===== src/rtl/core/frp_pkg.sv =====
// Shared types and codes of the FFT radix factor planner.
// No dependencies.
`default_nettype none
package frp_pkg;

    typedef enum logic [1:0] {
        CFG_DIRECT_LIMIT = 2'd0,
        CFG_MERGE_BOUND  = 2'd1,
        CFG_MAX_STAGES   = 2'd2,
        CFG_ALPHA        = 2'd3
    } cfg_index_t;

    typedef enum logic [1:0] {
        KIND_ERR    = 2'd0,
        KIND_DIRECT = 2'd1,
        KIND_PLAN   = 2'd2
    } item_kind_t;

    typedef struct packed {
        logic [31:0] direct_limit;
        logic [31:0] merge_bound;
        logic [3:0]  max_stages;
        logic [31:0] alpha_threshold;
    } cfg_t;

    localparam logic [31:0] RST_DIRECT_LIMIT = 32'd128;
    localparam logic [31:0] RST_MERGE_BOUND  = 32'd128;
    localparam logic [3:0]  RST_MAX_STAGES   = 4'd8;
    localparam logic [31:0] RST_ALPHA        = 32'd16;

endpackage
`default_nettype wire


===== src/rtl/core/fft_radix_factor_planner_top.sv =====
// Top level of the FFT radix factor planner: configuration registers, front, queue, back.
// Depends on frp_pkg, frp_front, frp_fifo and frp_back.
//
// Takes an FFT length and answers with one item per stage of a mixed-radix plan
// (radix, product of earlier radices, index, last flag), or one error item for a
// length below 2. Lengths up to direct_limit give a single stage. Longer ones are
// factored by trial division over divisors 2..sqrt(n); each trial is a restoring
// divide of LENGTH_BITS quotient bits, so the divider loop sets the time per item:
// longest for a prime n, far less for smooth lengths, plus the merging and
// sorting over at most LENGTH_BITS+1 factors held in memories with a registered
// read. A two-entry queue holds tagged lengths so the input side keeps accepting
// while a plan runs, until the queue is full.
`default_nettype none
module fft_radix_factor_planner_top
    import frp_pkg::*;
#(
    parameter int MAX_STAGE_SLOTS = 8,
    parameter int LENGTH_BITS     = 32
) (
    input  wire logic                   clk,
    input  wire logic                   rst_n,
    input  wire logic                   cfg_wr_en,
    input  wire logic [1:0]             cfg_index,
    input  wire logic [31:0]            cfg_wdata,
    input  wire logic                   in_valid,
    output logic                        in_stall,
    input  wire logic [LENGTH_BITS-1:0] length,
    output logic                        out_valid,
    input  wire logic                   out_stall,
    output logic [31:0]                 stage_factor,
    output logic [31:0]                 stride_before,
    output logic [2:0]                  stage_index,
    output logic                        last,
    output logic                        error
);
    cfg_t                   cfg_reg;
    logic                   q_push;
    logic                   q_full;
    logic                   q_pop;
    logic                   q_empty;
    logic [LENGTH_BITS+1:0] q_wdata;
    logic [LENGTH_BITS+1:0] q_rdata;

    always_ff @(posedge clk or negedge rst_n)
    begin
        if (!rst_n)
        begin
            cfg_reg.direct_limit    <= RST_DIRECT_LIMIT;
            cfg_reg.merge_bound     <= RST_MERGE_BOUND;
            cfg_reg.max_stages      <= RST_MAX_STAGES;
            cfg_reg.alpha_threshold <= RST_ALPHA;
        end
        else if (cfg_wr_en)
        begin
            case (cfg_index_t'(cfg_index))
                CFG_DIRECT_LIMIT: cfg_reg.direct_limit    <= cfg_wdata;
                CFG_MERGE_BOUND:  cfg_reg.merge_bound     <= cfg_wdata;
                CFG_MAX_STAGES:   cfg_reg.max_stages      <= cfg_wdata[3:0];
                CFG_ALPHA:        cfg_reg.alpha_threshold <= cfg_wdata;
                default:          cfg_reg <= cfg_reg;
            endcase
        end
    end

    frp_front #(.LENGTH_BITS(LENGTH_BITS)) u_front (
        .in_valid (in_valid),
        .in_stall (in_stall),
        .length   (length),
        .cfg      (cfg_reg),
        .q_full   (q_full),
        .q_push   (q_push),
        .q_data   (q_wdata)
    );

    frp_fifo #(.W(LENGTH_BITS + 2)) u_fifo (
        .clk   (clk),
        .rst_n (rst_n),
        .push  (q_push),
        .wdata (q_wdata),
        .full  (q_full),
        .pop   (q_pop),
        .empty (q_empty),
        .rdata (q_rdata)
    );

    frp_back #(
        .LENGTH_BITS     (LENGTH_BITS),
        .MAX_STAGE_SLOTS (MAX_STAGE_SLOTS)
    ) u_back (
        .clk           (clk),
        .rst_n         (rst_n),
        .cfg           (cfg_reg),
        .q_empty       (q_empty),
        .q_data        (q_rdata),
        .q_pop         (q_pop),
        .out_valid     (out_valid),
        .out_stall     (out_stall),
        .stage_factor  (stage_factor),
        .stride_before (stride_before),
        .stage_index   (stage_index),
        .last          (last),
        .error         (error)
    );
endmodule
`default_nettype wire


===== src/rtl/core/frp_mul.sv =====
// Shift-add multiplier, one operand bit per cycle, product kept to W bits.
// Depends on nothing; used by frp_back.
`default_nettype none
module frp_mul #(
    parameter int W = 32
) (
    input  wire logic         clk,
    input  wire logic         rst_n,
    input  wire logic         start,
    input  wire logic [W-1:0] a,
    input  wire logic [W-1:0] b,
    output logic              done,
    output logic [W-1:0]      p
);
    localparam int CNTW = $clog2(W + 1);

    logic            busy_reg;
    logic            done_reg;
    logic [CNTW-1:0] cnt_reg;
    logic [W-1:0]    acc_reg;
    logic [W-1:0]    a_reg;
    logic [W-1:0]    b_reg;

    always_ff @(posedge clk or negedge rst_n)
    begin
        if (!rst_n)
        begin
            busy_reg <= 1'b0;
            done_reg <= 1'b0;
            cnt_reg  <= '0;
        end
        else
        begin
            done_reg <= 1'b0;
            if (start)
            begin
                busy_reg <= 1'b1;
                cnt_reg  <= CNTW'(W);
            end
            else if (busy_reg)
            begin
                cnt_reg <= cnt_reg - 1'b1;
                if (cnt_reg == CNTW'(1))
                begin
                    busy_reg <= 1'b0;
                    done_reg <= 1'b1;
                end
            end
        end
    end

    always_ff @(posedge clk)
    begin
        if (start)
        begin
            acc_reg <= '0;
            a_reg   <= a;
            b_reg   <= b;
        end
        else if (busy_reg)
        begin
            if (b_reg[0])
            begin
                acc_reg <= acc_reg + a_reg;
            end
            a_reg <= {a_reg[W-2:0], 1'b0};
            b_reg <= {1'b0, b_reg[W-1:1]};
        end
    end

    assign done = done_reg;
    assign p    = acc_reg;
endmodule
`default_nettype wire


===== src/rtl/core/frp_div.sv =====
// Restoring divider, one quotient bit per cycle.
// Depends on nothing; used by frp_back for trial division.
`default_nettype none
module frp_div #(
    parameter int W = 32
) (
    input  wire logic         clk,
    input  wire logic         rst_n,
    input  wire logic         start,
    input  wire logic [W-1:0] dividend,
    input  wire logic [W-1:0] divisor,
    output logic              done,
    output logic [W-1:0]      quo,
    output logic [W-1:0]      rem
);
    localparam int CNTW = $clog2(W + 1);

    logic            busy_reg;
    logic            done_reg;
    logic [CNTW-1:0] cnt_reg;
    logic [W-1:0]    q_reg;
    logic [W-1:0]    r_reg;
    logic [W-1:0]    d_reg;
    logic [W:0]      trial;
    logic [W:0]      diff;

    assign trial = {r_reg, q_reg[W-1]};
    assign diff  = trial - {1'b0, d_reg};

    always_ff @(posedge clk or negedge rst_n)
    begin
        if (!rst_n)
        begin
            busy_reg <= 1'b0;
            done_reg <= 1'b0;
            cnt_reg  <= '0;
        end
        else
        begin
            done_reg <= 1'b0;
            if (start)
            begin
                busy_reg <= 1'b1;
                cnt_reg  <= CNTW'(W);
            end
            else if (busy_reg)
            begin
                cnt_reg <= cnt_reg - 1'b1;
                if (cnt_reg == CNTW'(1))
                begin
                    busy_reg <= 1'b0;
                    done_reg <= 1'b1;
                end
            end
        end
    end

    always_ff @(posedge clk)
    begin
        if (start)
        begin
            q_reg <= dividend;
            r_reg <= '0;
            d_reg <= divisor;
        end
        else if (busy_reg)
        begin
            if (!diff[W])
            begin
                r_reg <= diff[W-1:0];
                q_reg <= {q_reg[W-2:0], 1'b1};
            end
            else
            begin
                r_reg <= trial[W-1:0];
                q_reg <= {q_reg[W-2:0], 1'b0};
            end
        end
    end

    assign done = done_reg;
    assign quo  = q_reg;
    assign rem  = r_reg;
endmodule
`default_nettype wire


===== src/rtl/core/frp_fifo.sv =====
// Two-entry queue between the classifying front and the planning back.
// Depends on nothing.
`default_nettype none
module frp_fifo #(
    parameter int W = 34
) (
    input  wire logic         clk,
    input  wire logic         rst_n,
    input  wire logic         push,
    input  wire logic [W-1:0] wdata,
    output logic              full,
    input  wire logic         pop,
    output logic              empty,
    output logic [W-1:0]      rdata
);
    logic [W-1:0] slot_reg [2];
    logic         wp_reg;
    logic         rp_reg;
    logic [1:0]   cnt_reg;
    logic         do_push;
    logic         do_pop;

    assign full    = (cnt_reg == 2'd2);
    assign empty   = (cnt_reg == 2'd0);
    assign do_push = push && !full;
    assign do_pop  = pop && !empty;
    assign rdata   = slot_reg[rp_reg];

    always_ff @(posedge clk or negedge rst_n)
    begin
        if (!rst_n)
        begin
            wp_reg  <= 1'b0;
            rp_reg  <= 1'b0;
            cnt_reg <= 2'd0;
        end
        else
        begin
            if (do_push)
            begin
                wp_reg <= !wp_reg;
            end
            if (do_pop)
            begin
                rp_reg <= !rp_reg;
            end
            if (do_push && !do_pop)
            begin
                cnt_reg <= cnt_reg + 2'd1;
            end
            else if (do_pop && !do_push)
            begin
                cnt_reg <= cnt_reg - 2'd1;
            end
        end
    end

    always_ff @(posedge clk)
    begin
        if (do_push)
        begin
            slot_reg[wp_reg] <= wdata;
        end
    end
endmodule
`default_nettype wire


===== src/rtl/core/frp_front.sv =====
// Front end: takes items and tags each as error, direct or needing a plan.
// Depends on frp_pkg; feeds frp_fifo.
`default_nettype none
module frp_front
    import frp_pkg::*;
#(
    parameter int LENGTH_BITS = 32
) (
    input  wire logic                   in_valid,
    output logic                        in_stall,
    input  wire logic [LENGTH_BITS-1:0] length,
    input  wire cfg_t                   cfg,
    input  wire logic                   q_full,
    output logic                        q_push,
    output logic [LENGTH_BITS+1:0]      q_data
);
    item_kind_t               kind;
    logic [LENGTH_BITS+31:0]  len_w;
    logic [LENGTH_BITS+31:0]  lim_w;

    assign len_w = {32'b0, length};
    assign lim_w = {{LENGTH_BITS{1'b0}}, cfg.direct_limit};

    always_comb
    begin
        if (length < LENGTH_BITS'(2))
        begin
            kind = KIND_ERR;
        end
        else if (len_w <= lim_w)
        begin
            kind = KIND_DIRECT;
        end
        else
        begin
            kind = KIND_PLAN;
        end
    end

    assign in_stall = q_full;
    assign q_push   = in_valid;
    assign q_data   = {kind, length};
endmodule
`default_nettype wire


===== src/rtl/core/frp_back.sv =====
// Back end: trial division, greedy merge, sort, stage limiting, alpha swap, emit.
// Depends on frp_pkg, frp_mul and frp_div.
`default_nettype none
module frp_back
    import frp_pkg::*;
#(
    parameter int LENGTH_BITS     = 32,
    parameter int MAX_STAGE_SLOTS = 8
) (
    input  wire logic                   clk,
    input  wire logic                   rst_n,
    input  wire cfg_t                   cfg,
    input  wire logic                   q_empty,
    input  wire logic [LENGTH_BITS+1:0] q_data,
    output logic                        q_pop,
    output logic                        out_valid,
    input  wire logic                   out_stall,
    output logic [31:0]                 stage_factor,
    output logic [31:0]                 stride_before,
    output logic [2:0]                  stage_index,
    output logic                        last,
    output logic                        error
);
    localparam int LB = LENGTH_BITS;
    localparam int PS = LENGTH_BITS + 1;
    localparam int AW = $clog2(PS);
    localparam int CW = $clog2(PS + 1);
    localparam int XW = CW + 5;

    typedef enum logic [5:0] {
        ST_IDLE, ST_FAC, ST_FAC_DIV,
        ST_MRG_START, ST_MRG_RD, ST_MRG_WAIT, ST_MRG_CHK, ST_MRG_MUL,
        ST_SO_TOP, ST_SO_WAIT, ST_SO_GET, ST_SI_RD, ST_SI_WAIT, ST_SI_CHK,
        ST_SWAP1, ST_SWAP2,
        ST_LIM, ST_EX_TOP, ST_EX_RD, ST_EX_WAIT, ST_EX_CHK,
        ST_EX_RDX, ST_EX_WX, ST_EX_MUL, ST_EX_MW,
        ST_AL_RD0, ST_AL_W0, ST_AL_G0, ST_AL_RD, ST_AL_WAIT, ST_AL_CHK, ST_AL_SW2,
        ST_OUT_INIT, ST_OUT_RD, ST_OUT_WAIT, ST_OUT_SET, ST_OUT_HOLD, ST_ERR_HOLD
    } state_t;

    state_t          state_reg;
    logic [LB-1:0]   n_reg;
    logic [LB-1:0]   d_reg;
    logic [LB:0]     sq_reg;
    logic [CW-1:0]   np_reg;
    logic [CW-1:0]   nm_reg;
    logic [CW-1:0]   used_cnt_reg;
    logic [CW-1:0]   j_reg;
    logic [CW-1:0]   si_reg;
    logic [CW-1:0]   sj_reg;
    logic [CW-1:0]   base_reg;
    logic [CW-1:0]   xi_reg;
    logic [CW-1:0]   k_reg;
    logic [CW-1:0]   oi_reg;
    logic [CW-1:0]   min_addr_reg;
    logic [LB-1:0]   prod_reg;
    logic [LB-1:0]   min_val_reg;
    logic [LB-1:0]   cur_val_reg;
    logic [LB-1:0]   stride_reg;
    logic            first_reg;
    logic            sort_ret_reg;
    logic            got_reg;
    logic [PS-1:0]   used_reg;

    // prime list and plan list memories
    logic [LB-1:0]   prime_mem [PS];
    logic [LB-1:0]   plan_mem [PS];
    logic [AW-1:0]   pr_addr_reg;
    logic [LB-1:0]   pr_q;
    logic            pr_we_reg;
    logic [AW-1:0]   pr_wa_reg;
    logic [LB-1:0]   pr_wd_reg;
    logic [AW-1:0]   pl_addr_reg;
    logic [LB-1:0]   pl_q;
    logic            pl_we_reg;
    logic [AW-1:0]   pl_wa_reg;
    logic [LB-1:0]   pl_wd_reg;

    logic            mul_start_reg;
    logic [LB-1:0]   mul_a_reg;
    logic [LB-1:0]   mul_b_reg;
    logic            mul_done;
    logic [LB-1:0]   mul_p;
    logic            div_start_reg;
    logic            div_done;
    logic [LB-1:0]   div_q;
    logic [LB-1:0]   div_r;

    logic            out_accept;
    item_kind_t      kind;
    logic [LB-1:0]   q_len;
    logic [XW-1:0]   limit;
    logic [XW-1:0]   nm_x;
    logic [CW-1:0]   pr_rd_idx;
    logic [LB+31:0]  mul_p_w;
    logic [LB+31:0]  pl_q_w;
    logic [LB+31:0]  stride_w;
    logic [LB+31:0]  bound_w;
    logic [LB+31:0]  alpha_w;

    assign out_accept = out_valid && !out_stall;
    assign kind       = item_kind_t'(q_data[LB+1:LB]);
    assign q_len      = q_data[LB-1:0];
    assign q_pop      = (state_reg == ST_IDLE) && !q_empty;
    assign pr_rd_idx  = np_reg - j_reg - CW'(1);
    assign mul_p_w    = {32'b0, mul_p};
    assign pl_q_w     = {32'b0, pl_q};
    assign stride_w   = {32'b0, stride_reg};
    assign bound_w    = {{LB{1'b0}}, cfg.merge_bound};
    assign alpha_w    = {{LB{1'b0}}, cfg.alpha_threshold};
    assign nm_x       = {5'b0, nm_reg};

    // a stage limit of zero acts as one, above the slot count as the slot count
    always_comb
    begin
        if (cfg.max_stages == 4'd0)
        begin
            limit = XW'(1);
        end
        else if ({{(XW-4){1'b0}}, cfg.max_stages} > XW'(MAX_STAGE_SLOTS))
        begin
            limit = XW'(MAX_STAGE_SLOTS);
        end
        else
        begin
            limit = {{(XW-4){1'b0}}, cfg.max_stages};
        end
    end

    frp_mul #(.W(LB)) u_mul (
        .clk   (clk),
        .rst_n (rst_n),
        .start (mul_start_reg),
        .a     (mul_a_reg),
        .b     (mul_b_reg),
        .done  (mul_done),
        .p     (mul_p)
    );

    frp_div #(.W(LB)) u_div (
        .clk      (clk),
        .rst_n    (rst_n),
        .start    (div_start_reg),
        .dividend (n_reg),
        .divisor  (d_reg),
        .done     (div_done),
        .quo      (div_q),
        .rem      (div_r)
    );

    always_ff @(posedge clk)
    begin
        if (pr_we_reg)
        begin
            prime_mem[pr_wa_reg] <= pr_wd_reg;
        end
        pr_q <= prime_mem[pr_addr_reg];
    end

    always_ff @(posedge clk)
    begin
        if (pl_we_reg)
        begin
            plan_mem[pl_wa_reg] <= pl_wd_reg;
        end
        pl_q <= plan_mem[pl_addr_reg];
    end

    always_ff @(posedge clk or negedge rst_n)
    begin
        if (!rst_n)
        begin
            state_reg     <= ST_IDLE;
            out_valid     <= 1'b0;
            mul_start_reg <= 1'b0;
            div_start_reg <= 1'b0;
            pr_we_reg     <= 1'b0;
            pl_we_reg     <= 1'b0;
            got_reg       <= 1'b0;
            used_reg      <= '0;
        end
        else
        begin
            mul_start_reg <= 1'b0;
            div_start_reg <= 1'b0;
            pr_we_reg     <= 1'b0;
            pl_we_reg     <= 1'b0;
            if (out_accept)
            begin
                out_valid <= 1'b0;
            end

            case (state_reg)
                ST_IDLE:
                begin
                    if (!q_empty)
                    begin
                        case (kind)
                            KIND_ERR:
                            begin
                                stage_factor  <= 32'd0;
                                stride_before <= 32'd0;
                                stage_index   <= 3'd0;
                                last          <= 1'b1;
                                error         <= 1'b1;
                                out_valid     <= 1'b1;
                                state_reg     <= ST_ERR_HOLD;
                            end
                            KIND_DIRECT:
                            begin
                                pl_we_reg <= 1'b1;
                                pl_wa_reg <= '0;
                                pl_wd_reg <= q_len;
                                nm_reg    <= CW'(1);
                                base_reg  <= '0;
                                state_reg <= ST_OUT_INIT;
                            end
                            default:
                            begin
                                n_reg     <= q_len;
                                d_reg     <= LB'(2);
                                sq_reg    <= (LB+1)'(4);
                                np_reg    <= '0;
                                state_reg <= ST_FAC;
                            end
                        endcase
                    end
                end

                ST_FAC:
                begin
                    if (sq_reg > {1'b0, n_reg})
                    begin
                        if (n_reg != LB'(1))
                        begin
                            pr_we_reg <= 1'b1;
                            pr_wa_reg <= np_reg[AW-1:0];
                            pr_wd_reg <= n_reg;
                            np_reg    <= np_reg + CW'(1);
                        end
                        used_reg     <= '0;
                        used_cnt_reg <= '0;
                        nm_reg       <= '0;
                        state_reg    <= ST_MRG_START;
                    end
                    else
                    begin
                        div_start_reg <= 1'b1;
                        state_reg     <= ST_FAC_DIV;
                    end
                end

                ST_FAC_DIV:
                begin
                    if (div_done)
                    begin
                        if (div_r == '0)
                        begin
                            pr_we_reg <= 1'b1;
                            pr_wa_reg <= np_reg[AW-1:0];
                            pr_wd_reg <= d_reg;
                            np_reg    <= np_reg + CW'(1);
                            n_reg     <= div_q;
                        end
                        else
                        begin
                            // (d+1)^2 = d^2 + 2d + 1
                            d_reg  <= d_reg + LB'(1);
                            sq_reg <= sq_reg + {d_reg, 1'b1};
                        end
                        state_reg <= ST_FAC;
                    end
                end

                ST_MRG_START:
                begin
                    if (used_cnt_reg == np_reg)
                    begin
                        si_reg       <= '0;
                        sort_ret_reg <= 1'b0;
                        state_reg    <= ST_SO_TOP;
                    end
                    else
                    begin
                        j_reg     <= '0;
                        first_reg <= 1'b1;
                        state_reg <= ST_MRG_RD;
                    end
                end

                ST_MRG_RD:
                begin
                    if (j_reg == np_reg)
                    begin
                        pl_we_reg <= 1'b1;
                        pl_wa_reg <= nm_reg[AW-1:0];
                        pl_wd_reg <= prod_reg;
                        nm_reg    <= nm_reg + CW'(1);
                        state_reg <= ST_MRG_START;
                    end
                    else if (used_reg[j_reg[AW-1:0]])
                    begin
                        j_reg <= j_reg + CW'(1);
                    end
                    else
                    begin
                        // primes are stored ascending, merge walks them largest first
                        pr_addr_reg <= pr_rd_idx[AW-1:0];
                        state_reg   <= ST_MRG_WAIT;
                    end
                end

                ST_MRG_WAIT:
                begin
                    state_reg <= ST_MRG_CHK;
                end

                ST_MRG_CHK:
                begin
                    if (first_reg)
                    begin
                        prod_reg                <= pr_q;
                        used_reg[j_reg[AW-1:0]] <= 1'b1;
                        used_cnt_reg            <= used_cnt_reg + CW'(1);
                        first_reg               <= 1'b0;
                        j_reg                   <= j_reg + CW'(1);
                        state_reg               <= ST_MRG_RD;
                    end
                    else
                    begin
                        mul_a_reg     <= pr_q;
                        mul_b_reg     <= prod_reg;
                        mul_start_reg <= 1'b1;
                        state_reg     <= ST_MRG_MUL;
                    end
                end

                ST_MRG_MUL:
                begin
                    if (mul_done)
                    begin
                        if (mul_p_w <= bound_w)
                        begin
                            prod_reg                <= mul_p;
                            used_reg[j_reg[AW-1:0]] <= 1'b1;
                            used_cnt_reg            <= used_cnt_reg + CW'(1);
                        end
                        j_reg     <= j_reg + CW'(1);
                        state_reg <= ST_MRG_RD;
                    end
                end

                // selection sort of plan_mem[si .. nm-1], ascending
                ST_SO_TOP:
                begin
                    if ((si_reg + CW'(1)) >= nm_reg)
                    begin
                        state_reg <= sort_ret_reg ? ST_AL_RD0 : ST_LIM;
                    end
                    else
                    begin
                        pl_addr_reg <= si_reg[AW-1:0];
                        state_reg   <= ST_SO_WAIT;
                    end
                end

                ST_SO_WAIT:
                begin
                    state_reg <= ST_SO_GET;
                end

                ST_SO_GET:
                begin
                    cur_val_reg  <= pl_q;
                    min_val_reg  <= pl_q;
                    min_addr_reg <= si_reg;
                    sj_reg       <= si_reg + CW'(1);
                    state_reg    <= ST_SI_RD;
                end

                ST_SI_RD:
                begin
                    if (sj_reg == nm_reg)
                    begin
                        state_reg <= ST_SWAP1;
                    end
                    else
                    begin
                        pl_addr_reg <= sj_reg[AW-1:0];
                        state_reg   <= ST_SI_WAIT;
                    end
                end

                ST_SI_WAIT:
                begin
                    state_reg <= ST_SI_CHK;
                end

                ST_SI_CHK:
                begin
                    if (pl_q < min_val_reg)
                    begin
                        min_val_reg  <= pl_q;
                        min_addr_reg <= sj_reg;
                    end
                    sj_reg    <= sj_reg + CW'(1);
                    state_reg <= ST_SI_RD;
                end

                ST_SWAP1:
                begin
                    pl_we_reg <= 1'b1;
                    pl_wa_reg <= min_addr_reg[AW-1:0];
                    pl_wd_reg <= cur_val_reg;
                    state_reg <= ST_SWAP2;
                end

                ST_SWAP2:
                begin
                    pl_we_reg <= 1'b1;
                    pl_wa_reg <= si_reg[AW-1:0];
                    pl_wd_reg <= min_val_reg;
                    si_reg    <= si_reg + CW'(1);
                    state_reg <= ST_SO_TOP;
                end

                ST_LIM:
                begin
                    if (nm_x > limit)
                    begin
                        base_reg  <= nm_reg - limit[CW-1:0];
                        xi_reg    <= '0;
                        state_reg <= ST_EX_TOP;
                    end
                    else
                    begin
                        base_reg  <= '0;
                        state_reg <= ST_AL_RD0;
                    end
                end

                // fold each surplus small factor into the current minimum
                ST_EX_TOP:
                begin
                    if (xi_reg == base_reg)
                    begin
                        si_reg       <= base_reg;
                        sort_ret_reg <= 1'b1;
                        state_reg    <= ST_SO_TOP;
                    end
                    else
                    begin
                        sj_reg    <= base_reg;
                        state_reg <= ST_EX_RD;
                    end
                end

                ST_EX_RD:
                begin
                    if (sj_reg == nm_reg)
                    begin
                        state_reg <= ST_EX_RDX;
                    end
                    else
                    begin
                        pl_addr_reg <= sj_reg[AW-1:0];
                        state_reg   <= ST_EX_WAIT;
                    end
                end

                ST_EX_WAIT:
                begin
                    state_reg <= ST_EX_CHK;
                end

                ST_EX_CHK:
                begin
                    if ((sj_reg == base_reg) || (pl_q < min_val_reg))
                    begin
                        min_val_reg  <= pl_q;
                        min_addr_reg <= sj_reg;
                    end
                    sj_reg    <= sj_reg + CW'(1);
                    state_reg <= ST_EX_RD;
                end

                ST_EX_RDX:
                begin
                    pl_addr_reg <= xi_reg[AW-1:0];
                    state_reg   <= ST_EX_WX;
                end

                ST_EX_WX:
                begin
                    state_reg <= ST_EX_MUL;
                end

                ST_EX_MUL:
                begin
                    mul_a_reg     <= min_val_reg;
                    mul_b_reg     <= pl_q;
                    mul_start_reg <= 1'b1;
                    state_reg     <= ST_EX_MW;
                end

                ST_EX_MW:
                begin
                    if (mul_done)
                    begin
                        pl_we_reg <= 1'b1;
                        pl_wa_reg <= min_addr_reg[AW-1:0];
                        pl_wd_reg <= mul_p;
                        xi_reg    <= xi_reg + CW'(1);
                        state_reg <= ST_EX_TOP;
                    end
                end

                // bring the first factor of at least alpha to the front
                ST_AL_RD0:
                begin
                    if ((nm_reg - base_reg) <= CW'(1))
                    begin
                        state_reg <= ST_OUT_INIT;
                    end
                    else
                    begin
                        pl_addr_reg <= base_reg[AW-1:0];
                        state_reg   <= ST_AL_W0;
                    end
                end

                ST_AL_W0:
                begin
                    state_reg <= ST_AL_G0;
                end

                ST_AL_G0:
                begin
                    cur_val_reg <= pl_q;
                    if (pl_q_w >= alpha_w)
                    begin
                        state_reg <= ST_OUT_INIT;
                    end
                    else
                    begin
                        sj_reg    <= base_reg + CW'(1);
                        state_reg <= ST_AL_RD;
                    end
                end

                ST_AL_RD:
                begin
                    if (sj_reg == nm_reg)
                    begin
                        state_reg <= ST_OUT_INIT;
                    end
                    else
                    begin
                        pl_addr_reg <= sj_reg[AW-1:0];
                        state_reg   <= ST_AL_WAIT;
                    end
                end

                ST_AL_WAIT:
                begin
                    state_reg <= ST_AL_CHK;
                end

                ST_AL_CHK:
                begin
                    if (pl_q_w >= alpha_w)
                    begin
                        pl_we_reg <= 1'b1;
                        pl_wa_reg <= base_reg[AW-1:0];
                        pl_wd_reg <= pl_q;
                        state_reg <= ST_AL_SW2;
                    end
                    else
                    begin
                        sj_reg    <= sj_reg + CW'(1);
                        state_reg <= ST_AL_RD;
                    end
                end

                ST_AL_SW2:
                begin
                    pl_we_reg <= 1'b1;
                    pl_wa_reg <= sj_reg[AW-1:0];
                    pl_wd_reg <= cur_val_reg;
                    state_reg <= ST_OUT_INIT;
                end

                ST_OUT_INIT:
                begin
                    k_reg      <= base_reg;
                    oi_reg     <= '0;
                    stride_reg <= LB'(1);
                    got_reg    <= 1'b0;
                    state_reg  <= ST_OUT_RD;
                end

                ST_OUT_RD:
                begin
                    pl_addr_reg <= k_reg[AW-1:0];
                    state_reg   <= ST_OUT_WAIT;
                end

                ST_OUT_WAIT:
                begin
                    state_reg <= ST_OUT_SET;
                end

                ST_OUT_SET:
                begin
                    stage_factor  <= pl_q_w[31:0];
                    stride_before <= stride_w[31:0];
                    stage_index   <= oi_reg[2:0];
                    last          <= ((k_reg + CW'(1)) == nm_reg);
                    error         <= 1'b0;
                    out_valid     <= 1'b1;
                    mul_a_reg     <= stride_reg;
                    mul_b_reg     <= pl_q;
                    mul_start_reg <= 1'b1;
                    state_reg     <= ST_OUT_HOLD;
                end

                ST_OUT_HOLD:
                begin
                    if (mul_done)
                    begin
                        stride_reg <= mul_p;
                    end
                    if ((got_reg || mul_done) && (!out_valid || out_accept))
                    begin
                        got_reg <= 1'b0;
                        if ((k_reg + CW'(1)) == nm_reg)
                        begin
                            state_reg <= ST_IDLE;
                        end
                        else
                        begin
                            k_reg     <= k_reg + CW'(1);
                            oi_reg    <= oi_reg + CW'(1);
                            state_reg <= ST_OUT_RD;
                        end
                    end
                    else if (mul_done)
                    begin
                        got_reg <= 1'b1;
                    end
                end

                ST_ERR_HOLD:
                begin
                    if (!out_valid || out_accept)
                    begin
                        state_reg <= ST_IDLE;
                    end
                end

                default:
                begin
                    state_reg <= ST_IDLE;
                end
            endcase
        end
    end
endmodule
`default_nettype wire


===== config.mk =====
export PLATFORM = sky130hd
export DESIGN_NAME = fft_radix_factor_planner_top
export DESIGN_NICKNAME = d
export VERILOG_FILES = /design/src/rtl/core/frp_pkg.sv /design/src/rtl/core/fft_radix_factor_planner_top.sv /design/src/rtl/core/frp_mul.sv /design/src/rtl/core/frp_div.sv /design/src/rtl/core/frp_fifo.sv /design/src/rtl/core/frp_front.sv /design/src/rtl/core/frp_back.sv
export SDC_FILE = /design/constraint.sdc
export NUM_CORES = 2
export LEC_CHECK = 0
export BUFFER_PORTS_ARGS = -buffer_cell sky130_fd_sc_hd__clkbuf_2
export CAP_MARGIN = 10
export CORE_MARGIN = 2
export CORE_UTILIZATION = 45
export CTS_CLUSTER_DIAMETER = 60
export DETAILED_ROUTE_END_ITERATION = 10
export PLACE_DENSITY = 0.72
export SLEW_MARGIN = 20
export SYNTH_ARGS = -nofsm -noshare
export SYNTH_HDL_FRONTEND = slang
export SYNTH_HIERARCHICAL = 1
export SYNTH_SLANG_ARGS = --single-unit

===== constraint.sdc =====
create_clock -name clk -period 8.8 [get_ports clk]
set_clock_uncertainty 0.2 [all_clocks]
set_input_delay 0.88 -clock clk [delete_from_list [all_inputs] [get_ports clk]]
set_output_delay 0.88 -clock clk [all_outputs]
set_load 0.01 [all_outputs]

---- After elaboration in Yosys (flattened, before gate mapping) ----
Memory sizes are Yosys's and may differ from the RTL's. A register that Yosys moved wholly into a read port is not among the register bits.
Cells that the tools add are included.
word-level totals
  memories kept ........................... 3
  output and inout port bits .............. 71
  register bits after elaboration ......... 871
  bits of input ports ..................... 71
  RAM bits ................................ 2180
cells by class
  equality and inequality tests ........... 87
  reduce and logical (&&, ||, !) cells .... 90
  muxes and demuxes ....................... 203
  add/sub/neg operators ................... 22
  bitwise gates (word level) .............. 3
  order comparisons ....................... 12
memories
  memory            depth  width  rd ports  clocked after Yosys merged registers in  wr ports  line            RTL
  u_back.plan_mem   33     32     1         1                                        1         frp_back.sv:67  logic [LB-1:0] plan_mem [PS];
  u_back.prime_mem  33     32     1         1                                        1         frp_back.sv:66  logic [LB-1:0] prime_mem [PS];
  u_fifo.slot_reg   2      34     1         0                                        1         frp_fifo.sv:16  logic [W-1:0] slot_reg [2];
operators by type and width
  cell                                                              number
  32-bit 2-to-1 mux                                                 33
  32-bit case mux with 2 select lines                               8
  6-bit 2-to-1 mux                                                  61
  33-bit 2-to-1 mux                                                 8
  6-bit case mux with 37 select lines                               1
  32-bit case mux with 3 select lines                               2
  32-bit case mux with 6 select lines                               1
  33-bit case mux with 3 select lines                               1
  6-bit by 5-bit == test with 1-bit output (second input constant)  16
  6-bit case mux with 3 select lines                                5
  6-bit case mux with 2 select lines                                6
  33-bit case mux with 2 select lines                               1
  32-bit less-or-equal comparator                                   2
  6-bit by 1-bit adder with 6-bit output (second input constant)    10
  6-bit case mux with 5 select lines                                2
  6-bit by 4-bit == test with 1-bit output (second input constant)  8
  1-bit 2-to-1 mux                                                  44
  6-bit case mux with 7 select lines                                1
  2-bit inequality test (second input constant)                     19
  6-bit == test                                                     6
  6-bit == test (second input constant)                             6
  33-bit adder                                                      1
  33-bit by 32-bit greater-than comparator with 1-bit output        1
  33-bit bitwise OR                                                 1
  other kinds (57)                                                  173

---- Logic depth before layout (Yosys ltp) ----
  depth after elaboration ................. 8
  gate-level depth with buffers ........... 13
  gate-level depth less buffers ........... 12

---- By module ----
Netlist, hierarchy kept.
modules (own cells, without submodules)
  module                        cells an instance  seq. area each (sq um)  instances  area an instance (sq um)
  frp_back                      6022               81172.9                 1          112026.2
  frp_mul                       566                2762.6                  1          6038.3
  frp_div                       569                2762.6                  1          5970.7
  fft_radix_factor_planner_top  213                2507.4                  1          3718.6
  frp_fifo                      125                2142.1                  1          2801.4
  frp_front                     162                0.0                     1          1191.1

---- Least setup slack after synthesis ----
Ideal clock, no wire load.
  path kind ............................... flip-flop to flip-flop
  start ................................... register u_back.state_reg[1]
  end ..................................... register u_back.error (enable)
  stages on the path, launching flop included .. 10
  setup slack ............................. 3463 ps
  data required time ...................... 8104 ps
  library setup time ...................... 496 ps
  clock period less this slack ............ 5337 ps
  path buffers ............................ 4
  arrival ................................. 4640 ps
  cell sequence ........................... dfrtp_1 clkbuf_1 inv_2 nor2_1 and3_1 clkbuf_1 clkbuf_1 clkbuf_1 nor2_1 nor2_1
on the way
  cells in the longest elaborated chain, start to end .. 3
  elaborated cells on any way between the ends .. 6
  classes of those cells .................. eq/ne (3); reduce/logical (3)
ends and longest elaborated chain
  element                                                                       line             RTL
  start, declared                                                               frp_back.sv:41   state_t state_reg;
  start signal, assigned                                                        frp_back.sv:358  state_reg <= sort_ret_reg ? ST_AL_RD0 : ST_LIM;
  6-bit logical NOT / 6-bit == test (equally long branches)                     frp_back.sv:193  case (state_reg)
  2-bit inequality test (no line) / 2-bit nonzero test (equally long branches)  n/a
  4-bit AND reduction (no line) *                                               n/a
  end signal, assigned                                                          frp_back.sv:205  error <= 1'b1;
  end signal, assigned                                                          frp_back.sv:619  error <= 1'b0;
  end, declared                                                                 frp_back.sv:22   output logic error
Mark *: on every way between the ends. The rest lies on a longest branch, timed or not.
A chain may end at the register's enable or synchronous reset.

---- Worst setup path after layout ----
  start ................................... register u_back.state_reg[0]
  end ..................................... register u_back.stride_before[1] (enable)
on the way
  cells in the longest elaborated chain, start to end .. 3
  elaborated cells on any way between the ends .. 6
  classes of those cells .................. eq/ne (3); reduce/logical (3)
ends and longest elaborated chain
  element                                                                       line             RTL
  6-bit logical NOT / 6-bit == test (equally long branches)                     frp_back.sv:193
  2-bit inequality test (no line) / 2-bit nonzero test (equally long branches)  n/a
  4-bit AND reduction (no line) *                                               n/a
  end signal, assigned                                                          frp_back.sv:616  stride_before <= stride_w[31:0];
  end, declared                                                                 frp_back.sv:19   output logic [31:0] stride_before,
Marked as above.

==> impl_metrics.ini <==
[drt]
wl_met2_um = 171000
drt_iter0_drc = 11300
final_antenna_net_count = 0
wl_met3_um = 38300
finalWirelength_um = 371000
topRoutingLayerUsed = met5
post-route-drc-count = 0
vias = 74600
viasPerCell = 6.18
m1WireLength_um = 144000
dr.pass1.iters = 9
wl_per_cell_um = 30.8

[setup_path]
r2r_cells = 6
slowest_delay_ns = 0.77
r2r_end = u_back/stride_before[1]
crit_fanout = 48
cpLargestDelayFamily = simple AND/OR/NAND/NOR gates
crit_path_start = u_back/state_reg[0]
crit_required_ns = 9.11
critPathKind = register to register
critPathBufInv = 2
critPathSlowestCell = dfrtp_1
r2r_slack_ns = 4.15
worstSetupEndpoint = u_back/stride_before[1]
reg2reg_from = u_back/state_reg[0]
startpoint_type = register
crit_path_end_kind = register
crit_chain = clkinv_1 > nor2_1 > and3_2 > nor2_1 > nor2_4 > buf_4
worst_ep_arrival_time_ns = 4.96
crit_cells = 6
crit_top_cell = nor2_1

[synth]
synth-edff-count = 2819
synth_cells = 7657
synth_area_leader_cell = edfxtp_1
syn_area_per_cell_um2 = 17.2
synth.area.top_cells = edfxtp_1 64%, mux4_2 11%, dfrtp_1 3.1%
synth_area_um2 = 132000
synthArstFlopShare_pct = 5.30
synth_ff_type = edfxtp_1
synth_seq_area_share_pct = 69.3
synth_most_common_cell = edfxtp_1
synth.distinct_cells = 115
synth-seq-cells = 3112
yosys_warnings = 6
synthDominantCellAreaShare_pct = 64.3
synthTopCellsByCount = 2819 x edfxtp_1, 643 x mux4_2, 528 x nand2_1
syn_nets = 8022

[global_route]
antenna_found_initial = 23
globalRoute.totalOverflow = 0
grt_pass1_vias = 72800
grt_use_total_pct = 24.7
grt_max_degree = 152
grt_first_pass_wirelength_um = 526000

[sta]
worst_slew_pin_slew_ns = 1.44
finalCritPeriodShare_pct = 52.8
setup_tns_ns = 0
whs_ns = 0.0444
fin_crit_ns = 4.65
max_freq_mhz = 215
hold_viol = 0
maxSlewViolCount = 0
finalSetupViolations = 0
rsz0062_at_grt = false
relSlewSlack_pct = 4.03

[pwr]
p_clk_share_pct = 32.2
vdd.ir_drop.worst_mv = 0.196
leakagePower_nw = 50.4
power_density_nw_per_um2 = 286
power_switching_share_pct = 30.3
power.internal_w = 0.0295
p_comb_share_pct = 20.5
seqPwrFrac_pct = 47.3
p_sw_w = 0.0128

[clocking]
cts_tree = yes
cts_max_level = 5
insertion_delay_ns = 0.92
ctsResizeCount = 0
root_buffer = clkbuf_16
clk_pin_slew_ns = 0.07
numCtsBuffers = 321
clock_path_buffers = 4
clock_sinks = 3112

[min_path]
hold-path-cell-count = 1
hold_path.class = primary input to register

[layout]
finalNetCount = 8265
area_growth_pct = 12.5
layout-drive-gt1-share_pct = 22.6
fillers = 22900

[run_status]
status = complete, no violations

[floorplanning]
die_h_um = 545
fp-row-count = 198
ioPinCount = 142
die_w_um = 545
start_util_pct = 45.3
core_area_um2 = 291000
dieArea_um2 = 297000

[run]
maxCapViolCount = 0

[place]
place_congestion = 0.968
hpwl_um = 225000
io_buffers = 141
[how the worst min path moves through the flow]
stage | start | endpoint | slack [ns]
final | length[0] | u_fifo/slot_reg[1][0] | 0.04
after global routing | length[0] | u_fifo/slot_reg[0][0] | 0.03
after CTS | length[20] | u_fifo/slot_reg[0][20] | 0.003
after detailed placement | u_back/prime_mem[32][14] | u_back/pr_q[14] | 0.24
after global placement | u_back/plan_mem[32][30] | u_back/pl_q[30] | 0.23
after floorplan | u_back/plan_mem[32][30] | u_back/pl_q[30] | 0.22
[final cells by class]
class | instances | area [um2] | area share [%]
Antenna cell | 7 | 17.5 | 0.0118
Clock inverter | 196 | 1990 | 1.34
Sequential cell | 3112 | 91400 | 61.6
Multi-Input combinational cell | 3889 | 38300 | 25.8
Tap cell | 3900 | 4880 | 3.29
Inverter | 272 | 1020 | 0.689
Timing Repair Buffer | 304 | 2130 | 1.44
Clock buffer | 395 | 8510 | 5.74
[placed cells by master, fill, tap and decap left out, types with 35 or more instances in the layout]
cell / Yosys / routed
o21ai_1: 118 / 120
a21o_1: 96 / 96
xnor2_1: 108 / 108
nand3_1: 73 / 72
clkbuf_16: 0 / 324
nor2_1: 325 / 250
clkbuf_2: 0 / 141
a221o_1: 44 / 44
o21ai_0: 141 / 139
nor2_4: 0 / 73
edfxtp_1: 2819 / 2819
mux4_2: 643 / 643
clkinv_2: 0 / 51
a21oi_1: 185 / 185
mux2i_1: 104 / 104
buf_4: 37 / 140
mux2_2: 253 / 253
clkbuf_1: 241 / 57
nand4_1: 77 / 77
a22oi_1: 75 / 75
nor3_1: 71 / 69
xor2_1: 67 / 67
dfxtp_1: 128 / 128
dfrtp_1: 161 / 158
a211oi_1: 35 / 35
and2_1: 117 / 115
ha_1: 288 / 288
nand2_1: 528 / 526
clkinv_1: 3 / 69
nor4_1: 35 / 35
inv_1: 265 / 264
[stage by stage]
| stage | area [um2] | setup WS, ns | util [%] | cells | power [W] |
|---|---|---|---|---|---|
| 2_1_floorplan | 132000 | 3.46 | - | 7657 | 0.0254 |
| 3_3_place_gp | 137000 | 4.43 | 47.2 | 11500 | 0.0284 |
| 3_5_place_dp | 137000 | 4.29 | 47.2 | 11500 | 0.0286 |
| 4_1_cts | 148000 | 4.23 | 50.8 | 12100 | 0.0422 |
| 5_1_grt | 148000 | 4.01 | 50.9 | 12100 | 0.0438 |
| 6_report | 148000 | 4.15 | 50.9 | 12100 | 0.0423 |
[what timing repair did]
item	in CTS	in global routing
hold buffers	1	0
setup buffers	0	0
endpoints found under the hold margin	25	0
[metal layers]
layer	track usage, %	vias to the layer above
li1	-	30800
met1	33.8	38600
met3	5.16	757
met2	38.2	4468
met5	0	-
met4	10.7	14
[power by group through the flow]
| stage | clock network [W] | registers (W) | logic, W |
|---|---|---|---|
| after global placement | 0 | 0.0203 | 0.00810 |
| after detailed placement | 0 | 0.0204 | 0.00825 |
| after floorplan | 0 | 0.0194 | 0.00593 |
| after global routing | 0.0143 | 0.0201 | 0.00929 |
| after CTS | 0.0138 | 0.0201 | 0.00833 |
| final | 0.0136 | 0.0200 | 0.00869 |
[cell families (layout without fill, tap and decap cells)]
family                     Yosys count  in the layout  share of synthesized area, %
DFF                               3112           3112                          69.3
and+or+nand+nor                   1413           1413                          5.10
muxes                             1047           1047                          14.5
adders and majority gates          294            294                          2.83
AOI/OAI and AO/OA                  958            958                          4.97
xor gates and xnor gates           177            177                          1.20
other                                0              7                             0
buffers and inverters              656           1167                          2.09
No activity file was read; power rests on OpenSTA's default activity.
